<file path="src/hw/rtl/circular_suffix_sort_defines.svh">
// ----------------------------------------------------------------------------
// Assertion macros
// Clocked, reset-gated assertion wrappers; empty when synthesizing.
// ----------------------------------------------------------------------------
`ifndef CIRCULAR_SUFFIX_SORT_DEFINES_SVH
`define CIRCULAR_SUFFIX_SORT_DEFINES_SVH
`ifndef SYNTHESIS
`define CSS_ASSERT(lbl, prop, msg) \
	lbl: assert property (@(posedge clk) disable iff (!arst_n) (prop)) else $error(msg);
`define CSS_NEVER(lbl, cond, msg) \
	lbl: assert property (@(posedge clk) disable iff (!arst_n) !(cond)) else $error(msg);
`else
`define CSS_ASSERT(lbl, prop, msg)
`define CSS_NEVER(lbl, cond, msg)
`endif
`endif

</file>
<file path="src/hw/rtl/css_pkg.sv">
// ----------------------------------------------------------------------------
// css_pkg
// Shared constants, sequencer states and control structs.
// ----------------------------------------------------------------------------
package css_pkg;
	localparam int MAX_BLOCK = 4096;
	localparam int ALPHABET  = 256;
	localparam int ADDR_W    = 12;
	localparam int LEN_W     = 13;

	localparam logic ACT_LOAD = 1'b0;
	localparam logic ACT_READ = 1'b1;

	typedef enum logic [8:0] {
		ST_IDLE  = 9'b000000001,
		ST_INIT  = 9'b000000010,
		ST_SHIFT = 9'b000000100,
		ST_CLR   = 9'b000001000,
		ST_HIST  = 9'b000010000,
		ST_PSUM  = 9'b000100000,
		ST_SCAT  = 9'b001000000,
		ST_RENUM = 9'b010000000,
		ST_COPY  = 9'b100000000
	} state_t;

	typedef struct packed {
		state_t     st;
		logic [1:0] ph;
		logic       go;
		state_t     nxt;
	} cmd_t;

	typedef struct packed {
		logic start;
		logic last;
		logic more;
	} sts_t;
endpackage

</file>
<file path="src/hw/rtl/css_ctrl.sv">
// ----------------------------------------------------------------------------
// css_ctrl
// Sort sequencer: walks passes and per-element phases.
// ----------------------------------------------------------------------------
module css_ctrl (
	input  logic          clk,
	input  logic          arst_n,
	input  css_pkg::sts_t sts,
	output css_pkg::cmd_t cmd
);
	import css_pkg::*;

	state_t     st_q;
	logic [1:0] ph_q;
	logic [1:0] ph_last;
	logic       go;
	state_t     nxt;

	always_comb begin
		unique case (st_q)
			ST_HIST, ST_SCAT, ST_RENUM: ph_last = 2'd3;
			ST_CLR:                     ph_last = 2'd0;
			default:                    ph_last = 2'd1;
		endcase
	end

	assign go = (st_q != ST_IDLE) && (ph_q == ph_last);

	always_comb begin
		nxt = st_q;
		if (sts.last) begin
			unique case (st_q)
				ST_INIT:  nxt = ST_CLR;
				ST_SHIFT: nxt = ST_CLR;
				ST_CLR:   nxt = ST_HIST;
				ST_HIST:  nxt = ST_PSUM;
				ST_PSUM:  nxt = ST_SCAT;
				ST_SCAT:  nxt = ST_RENUM;
				ST_RENUM: nxt = ST_COPY;
				ST_COPY:  nxt = sts.more ? ST_SHIFT : ST_IDLE;
				default:  nxt = st_q;
			endcase
		end
	end

	always_ff @(posedge clk or negedge arst_n) begin
		if (!arst_n) begin
			st_q <= ST_IDLE;
			ph_q <= 2'd0;
		end else if (st_q == ST_IDLE) begin
			ph_q <= 2'd0;
			if (sts.start) st_q <= ST_INIT;
		end else if (go) begin
			ph_q <= 2'd0;
			st_q <= nxt;
		end else begin
			ph_q <= ph_q + 2'd1;
		end
	end

	assign cmd = '{st: st_q, ph: ph_q, go: go, nxt: nxt};
endmodule

</file>
<file path="config.mk">
export PLATFORM = sky130hd
export DESIGN_NAME = css_ctrl
export DESIGN_NICKNAME = d
export VERILOG_FILES = /design/src/hw/rtl/circular_suffix_sort_defines.svh /design/src/hw/rtl/css_pkg.sv /design/src/hw/rtl/css_ctrl.sv
export SDC_FILE = /design/constraint.sdc
export NUM_CORES = 1
export LEC_CHECK = 0
export ABC_AREA = 1
export BUFFER_PORTS_ARGS = -buffer_cell sky130_fd_sc_hd__buf_2
export CAP_MARGIN = 20
export CORE_MARGIN = 2
export CORE_UTILIZATION = 46
export DETAILED_ROUTE_END_ITERATION = 8
export PLACE_DENSITY_LB_ADDON = 0.25
export SLEW_MARGIN = 20
export SYNTH_ARGS = -nofsm -noshare
export SYNTH_HDL_FRONTEND = slang
export SYNTH_SLANG_ARGS = --single-unit
</file>
<file path="constraint.sdc">
create_clock -name clk -period 1.38 [get_ports clk]
set_input_delay 0 -clock clk [delete_from_list [all_inputs] [get_ports clk]]
set_output_delay 0 -clock clk [all_outputs]
set_load 0.05 [all_outputs]
</file>
Word level (Yosys, flattened, before mapping)
Cells that the tools add are included.
Storage, ports and cells
  register bits after elaboration: 11
  bits in latches: 0
  RAM bits: 0
  memory bits (read-only): 0
  input bits: 5
  memories: 0
Cells by class
  add/sub/neg operators: 1
  $mul: 0
  div/mod/pow operators: 0
  magnitude comparators: 0
  equal/unequal tests: 12
  shift operators: 0
  muxes and demuxes: 9
  bitwise logic cells: 0
  reductions and logical operators: 5
Operators by type and width (number)
  9-bit case mux with 7 select lines: 1
  9-bit 2-to-1 mux: 4
  9-bit by 1-bit equality test with 1-bit output (second input constant): 1
  9-bit by 2-bit equality test with 1-bit output (second input constant): 1
  9-bit by 3-bit equality test with 1-bit output (second input constant): 1
  9-bit by 4-bit equality test with 1-bit output (second input constant): 1
  9-bit by 5-bit equality test with 1-bit output (second input constant): 1
  9-bit by 6-bit equality test with 1-bit output (second input constant): 1
  9-bit by 7-bit equality test with 1-bit output (second input constant): 1
  9-bit by 8-bit equality test with 1-bit output (second input constant): 1
  9-bit equality test (second input constant): 1
  9-bit by 1-bit != test with 1-bit output (second input constant): 1
  2-bit 2-to-1 mux: 2
  2-bit case mux with 2 select lines: 1
  3-bit 2-to-1 mux: 1
  3-bit OR reduction: 1
  2-bit by 1-bit adder with 2-bit output (second input constant): 1
  2-bit equality test: 1
  2-bit != test (second input constant): 1
  2-bit AND reduction: 1
  2-bit nonzero test: 1
  2-bit OR reduction: 1
  1-bit logical AND: 1

Depth between registers and ports, before layout
Gate-level depths: netlist (run 1).
  depth in word-level cells: 7
  mapped depth: 12
  depth with buffers taken out: 12

Least setup slack after synthesis (run 1)
No wires, ideal clock.
  path type: register to register
  start: register st_q[8]
  end: register st_q[8]
  arrival: 2.332 ns
  path slack: -1.023 ns
  cell stages (with the launch flop): 5
  path buffers: 0
  clock period less this slack: 2.403 ns
  cell sequence: dfrtp_1 > inv_1 > o21ai_0 > nand2_1 > nand2_1
RTL lines
  from (decl): RTL line css_ctrl.sv:13  | state_t st_q;
  from (signal assigned): RTL line css_ctrl.sv:55  | st_q <= nxt;

Worst setup path after layout (run 1)
  start: register st_q[3]
  end: register st_q[7]
On the way
  longest elaborated chain between the ends: 7
  elaborated cells on any way between the ends: 22
  classes of those cells: eq/ne: 12; mux: 5; reduce/logical: 5
Ends and longest elaborated chain
  9-bit by 8-bit equality test with 1-bit output (tied with other cells): RTL line css_ctrl.sv:20, css_ctrl.sv:32
  3-bit OR reduction: RTL line css_ctrl.sv:20  | unique case (st_q)
  2-bit case mux with 2 select lines: RTL line css_ctrl.sv:20
  2-bit equality test: RTL line css_ctrl.sv:27  | assign go = (st_q != ST_IDLE) && (ph_q == ph_last);
  1-bit logical AND: RTL line css_ctrl.sv:27
  2-bit nonzero test (no source line)
  2-bit AND reduction (no source line)
Several ways; a longest one is shown, not always the timed one. The select of a mux whose other input is x is not followed.
A chain may end at the register's enable or synchronous reset.

==> results of run 1 <==
==> cells by family after synthesis <==
group / after synthesis / synth area share, %
flops: 11 / 30.4
compound gates: 10 / 6.47
xor+xnor: 1 / 0.963
buf+inv: 21 / 9.21
simple gates: 98 / 53.0
==> worst max-delay path: cells and delay by family (launching register included) <==
kind	cells	cell delay (ns)
buffers and inverters	3	0.36
DFF	1	0.44
and+or+nand+nor	9	1.24
==> sequential cells by signal, summed over array words and instances (netlist names) <==
register and count:
st_q 9, ph_q 2
==> Yosys cell counts <==
master    n  area share [%]
nand2_1  52              21
inv_1    15             6.2
nand3_1  15             8.3
nor2_1   13             5.4
dfrtp_1  10              28
a21oi_1   4             2.2
inv_2     4             1.7
nand3_2   4             4.4
nor2_4    4             5.0
nor2_2    3             2.1
o21ai_0   3             1.7
nand2_2   2             1.4
nor3_1    2             1.1
a31o_2    1            0.96
a31oi_1   1            0.69
buf_2     1            0.55
buf_4     1            0.83
dfstp_2   1             2.9
nand3_4   1             1.9
nand4_2   1             1.4
nor4_1    1            0.69
o21ai_2   1            0.96
xor2_1    1            0.96
==> worst max-delay path by stage <==
| stage | startpoint | to | slack (ns) | cells past startpoint |
|---|---|---|---|---|
| after global placement | st_q[0]$_DFFE_PN1P_ | st_q[6]$_DFFE_PN0P_ | -0.27 | 11 |
| after detailed placement | st_q[0]$_DFFE_PN1P_ | st_q[4]$_DFFE_PN0P_ | -0.32 | 11 |
| after CTS | st_q[0]$_DFFE_PN1P_ | cmd[2] | -0.47 | 11 |
| after global routing | st_q[3]$_DFFE_PN0P_ | st_q[7]$_DFFE_PN0P_ | -0.73 | 12 |
| after floorplan | st_q[0]$_DFFE_PN1P_ | st_q[4]$_DFFE_PN0P_ | -0.35 | 12 |
| final | st_q[3]$_DFFE_PN0P_ | st_q[7]$_DFFE_PN0P_ | -0.73 | 12 |
==> power breakdown <==
group | internal, mW | switching, mW
combinational | 0.00669 | 0.0193
clock | 0.112 | 0.140
sequential | 0.322 | 0
==> metrics by stage <==
step	worst slack (ns)	cells	cell area, µm²
floorplan	-0.354	141	1050
global placement	-0.274	215	1370
detailed placement	-0.315	215	1370
CTS	-0.472	228	1590
global route	-0.728	239	1860
finish	-0.728	239	1860
==> layout make-up <==
type,instances,area (µm²)
flip-flops and latches,11,290
repair buffers,68,588
clock buffers,4,26.3
multi-input cells,110,851
inverters,19,75.1
fillers,32,57.6
well taps,27,33.8
==> what timing repair did <==
action                     4_1_cts  5_1_grt
cloned                           0        1
hold endpoints to repair        11        0
setup endpoints to repair       21       21
setup buffers                    8       12
resized for setup               34       43
pin swaps                        7       18
hold buffers                     1        0
==> per-layer routing <==
metal  up-vias  routed length [µm]  part of all wire (%)
met3        49                 580                    11
met2       146                2600                    48
met4         0                 360                   6.7
met5         -                   0                     0
li1        592                   -                     -
met1       673                1850                    34
==> impl_metrics.tcl, run 1 <==
set metrics [dict create \
    wl_per_cell_um 22.5 \
    synth_nets 146 \
    mostFrequentLayoutCells "buf_4, nand2_1, buf_2" \
    synth_area_per_cell_um2 6.45 \
    worst_slack_ns -0.728 \
    grt_overflow 0 \
    powerDensity_mw_per_mm2 322 \
    ys_seq_area_share_pct 30.4 \
    grtUsageMet3_pct 4.63 \
    insertion_delay_ns 0.29 \
    finalSetupViolations 21 \
    vias 1460 \
    ys_ff_latch 11 \
    cp-end-kind "flop" \
    p_total_mw 0.600 \
    r2r-start "st_q[3]$_DFFE_PN0P_" \
    irDropWorstVdd_mv 0.551 \
    io_pins 26 \
    hold_path_class "input port to flop" \
    clkTransAtPathRegs_ns 0.09 \
    cpMaxStageDelayCell "dfrtp_2" \
    cts_buffers 3 \
    vias_per_cell 6.11 \
    hold_slack_ns 0.0615 \
    fp.dieArea_mm2 0.00235 \
    synthCells 141 \
    grt_pass1_wl_um 5970 \
    core_mm2 0.00192 \
    worstPathMaxFanout 4 \
    final_util_pct 97.0 \
    power_leakage_nw 0.941 \
    cap_violations 0 \
    antenna_found_initial 0 \
    whs_path_depth 3 \
    rr_endpoint "st_q[7]$_DFFE_PN0P_" \
    drc 0 \
    crit_type "flop to flop" \
    gp_congestion 0.810 \
    layout_commonest_cell "buf_4" \
    final_max_slew_viol_count 0 \
    ff2ff_setup_slack_ns -0.73 \
    crit_top_cell "nand2_1" \
    fin_crit_sh_pct 153 \
    path_cells "inv_1 -> nor2_1 -> nand2_1 -> nor2_2 -> nand2_1 -> nand2_1 -> nand3_4 -> nor2_4 -> buf_6 -> buf_6 -> nand2_1 -> nand2_1" \
    fp.dieW_um 48.5 \
    wirelength_um 5390 \
    min_from "sts[2]" \
    startpoint_type "flop" \
    critical_path_required_ns 1.59 \
    worstMarginPinSlew_ns 0.319 \
    grtUsageMet1_pct 39.1 \
    rows 16 \
    grt_max_degree 12 \
    cts_buffer_depth 2 \
    start_util_pct 47.3 \
    whs_endpoint "st_q[1]$_DFFE_PN0P_" \
    grt_pass1_vias 1281 \
    yosysWarnings 0 \
    cts_tree "done" \
    diodes 0 \
    port_buffers 25 \
    fin_skew_ns 0.00583 \
    final_nets 218 \
    failed_checks "setup timing" \
    arrival_ns 2.32 \
    h-tree-depth 1 \
    layout-drive-gt1-share_pct 68.4 \
    slowest_delay_ns 0.44 \
    rsz0062_at_grt "yes" \
    clock_sinks 11 \
    synthDistinctLibCells 23 \
    dr.pass1.iters 5 \
    ant_nets 0 \
    hold_violations 0 \
    worstRegToRegCells 12 \
    drt_iter0_drc 106 \
    grt.met2_usage_pct 56.7 \
    tns_ns -13.09 \
    fmax_mhz 474 \
    netlist_area_um2 910 \
    layout_min_cycle_time_ns 2.11 \
    grt_use_total_pct 32.6 \
    dp_hpwl_um 2210 \
    die_h_um 48.5 \
    synthToLayoutAreaGrowth_pct 105 \
    cts-root-buf "clkbuf_4" \
    grt.busiest_layer "met2" \
    slew_headroom_pct 78.7 \
    outcome "finished, violations left" \
]
No activity file was read; power rests on OpenSTA's default activity.
==> run 2, diff against run 1 <==
--- a/config.mk
+++ b/config.mk
@@ -8,6 +8,7 @@
 export ABC_AREA = 1
 export BUFFER_PORTS_ARGS = -buffer_cell sky130_fd_sc_hd__buf_2
 export CAP_MARGIN = 20
+export CORE_ASPECT_RATIO = 0.8
 export CORE_MARGIN = 2
 export CORE_UTILIZATION = 46
 export DETAILED_ROUTE_END_ITERATION = 8
@@ -16,3 +17,4 @@
 export SYNTH_ARGS = -nofsm -noshare
 export SYNTH_HDL_FRONTEND = slang
 export SYNTH_SLANG_ARGS = --single-unit
+export TNS_END_PERCENT = 1
==> run 2 against run 1 <==
Net effect: the run still ends with setup timing left; combinational power fell by 2%; first-iteration DRC count up 54%; final area down 4.7%; clock skew grew 0.013 ns; routed wire length rose by 5.8%; flip-flop and latch count stayed put; sequential share of layout area grew 0.77 points; setup slack improved by 0.048 ns; hold slack worse by 0.045 ns; via count increased by 8.3%; non-clock buffer count is 2 higher; total power increased by 2.5%; critical path type is now flop to output port; largest cell class unchanged.
==> impl_metrics.tcl, run 2 (synthesized netlist as in run 1, its figures left out) <==
set metrics [dict create \
    cap_violations 0 \
    fill_cells 58 \
    synthToLayoutAreaGrowth_pct 95.3 \
    hold_slack_ns 0.0161 \
    arrival_ns 2.06 \
    slew_headroom_pct 79.1 \
    failed_checks "setup timing" \
    cp-end-kind "output port" \
    cts_buffers 3 \
    h-tree-depth 1 \
    crit_path_start "st_q[0]$_DFFE_PN1P_" \
    layout_commonest_cell "buf_4" \
    ff2ff_setup_slack_ns -0.64 \
    worstRegToRegCells 13 \
    r2r-start "st_q[1]$_DFFE_PN0P_" \
    final_nets 219 \
    cts_tree "done" \
    instances_no_fill 237 \
    ant_nets 0 \
    vias 1581 \
    whs_path_depth 3 \
    power_leakage_nw 0.932 \
    die_h_um 43.8 \
    clock_sinks 11 \
    grt_overflow 0 \
    outcome "finished, violations left" \
    post-place-ws_ns -0.334 \
    placed_area_mm2 0.00136 \
    mostFrequentLayoutCells "buf_4, nand2_1, nand2_4" \
    cts-root-buf "clkbuf_4" \
    startpoint_type "flop" \
    vias_per_cell 6.67 \
    min_from "sts[2]" \
    drc 0 \
    final_cell_area_mm2 0.00178 \
    insertion_delay_ns 0.31 \
    dr.pass1.iters 8 \
    grt_pass1_vias 1360 \
    critical_path_required_ns 1.38 \
    final_max_slew_viol_count 0 \
    cts_buffer_depth 2 \
    grt_pass1_wl_um 6690 \
    io_pins 26 \
    place_inst 216 \
    core_mm2 0.00187 \
    fmax_mhz 485 \
    powerDensity_mw_per_mm2 346 \
    rr_endpoint "st_q[3]$_DFFE_PN0P_" \
    grt_use_total_pct 41.0 \
    worstMarginPinSlew_ns 0.314 \
    diodes 0 \
    rows 14 \
    port_buffers 25 \
    fin_skew_ns 0.0193 \
    antenna_found_initial 0 \
    clkTransAtPathRegs_ns 0.10 \
    gp_congestion 0.990 \
    fin_crit_sh_pct 149 \
    p_total_mw 0.615 \
    largest_reg_flops 9 \
    hold_path_class "input port to flop" \
    rsz0062_at_grt "yes" \
    fp.dieArea_mm2 0.00235 \
    wirelength_um 5700 \
    fp.dieW_um 53.7 \
    wl_per_cell_um 24.1 \
    worstPathMaxFanout 7 \
    drt_iter0_drc 163 \
    grt_max_degree 12 \
    largest_registers "st_q (9), ph_q (2)" \
    dp_hpwl_um 2120 \
    worst_slack_ns -0.680 \
    hold_violations 0 \
    whs_endpoint "st_q[1]$_DFFE_PN0P_" \
    top_register "st_q" \
    crit_type "flop to output port" \
    irDropWorstVdd_mv 0.685 \
    start_util_pct 48.5 \
    finalSetupViolations 21 \
    layout-drive-gt1-share_pct 65.3 \
    layout_min_cycle_time_ns 2.06 \
]
run 2: changes by cell type in the layout (fill, tap and decap cells not counted), moves of 5 or more:
| cell | before | now |
|---|---|---|
| buf_6 | 12 | 5 |
| nand2_4 | 12 | 17 |
| nand2_2 | 14 | 6 |
| buf_4 | 31 | 42 |
run 2: timing repair:
| action | 4_1_cts | 5_1_grt |
|---|---|---|
| hold endpoints to repair | 11 | 0 |
| hold buffers | 1 | 0 |
| endpoints found under the setup margin | 21 | 21 |
| pin swaps | 11 | 19 |
| buffers inserted | 9 | 7 |
| gates resized for setup | 46 | 25 |
run 2: worst max path at each step:
stage / to / slack (ns) / depth (start not counted)
after global routing: st_q[3]$_DFFE_PN0P_ / -0.80 / 13
after global placement: cmd[4] / -0.31 / 11
final: cmd[5] / -0.68 / 9
after detailed placement: cmd[3] / -0.33 / 11
after CTS: cmd[1] / -0.51 / 11
after floorplan: st_q[6]$_DFFE_PN0P_ / -0.37 / 12
run 2: report_power, final:
part / internal [mW] / leakage [nW] / switching [mW]
logic: 0.00668 / 0.784 / 0.0189
registers: 0.322 / 0.133 / 0
clock network: 0.113 / 0.0150 / 0.155
run 2: worst max-delay path, stage by stage, from the launching register on:
cell and delay (ns):
dfstp_4 0.66, nor2_4 0.06, nand3_2 0.14, nor2_4 0.08, nor2_1 0.23, nand2_4 0.11
nand2_8 0.16, nand2_4 0.07, nand2_4 0.08, buf_8 0.15
run 2: cell type report:
| class | instances | area, µm² | area share, % |
|---|---|---|---|
| Timing Repair Buffer | 70 | 562 | 31.6 |
| Sequential cell | 11 | 290 | 16.3 |
| Inverter | 19 | 77.6 | 4.37 |
| Tap cell | 24 | 30.0 | 1.69 |
| Clock buffer | 4 | 26.3 | 1.48 |
| Multi-Input combinational cell | 109 | 791 | 44.5 |
run 2: stage by stage:
| stage | util (%) | setup TNS, ns |
|---|---|---|
| 6_report | 94.8 | -12.27 |
| 5_1_grt | 94.8 | -13.33 |
| 4_1_cts | 86.3 | -7.82 |
| 3_5_place_dp | 72.3 | -5.99 |
| 3_3_place_gp | 72.3 | -5.59 |
| 2_1_floorplan | - | -4.94 |
run 2: routing by layer:
layer	up-vias	wire length [µm]	GRT usage, %
li1	594	-	-
met3	87	875	12.8
met1	691	1930	49.6
met5	-	0	0
met4	0	575	22.1
met2	209	2320	64.4
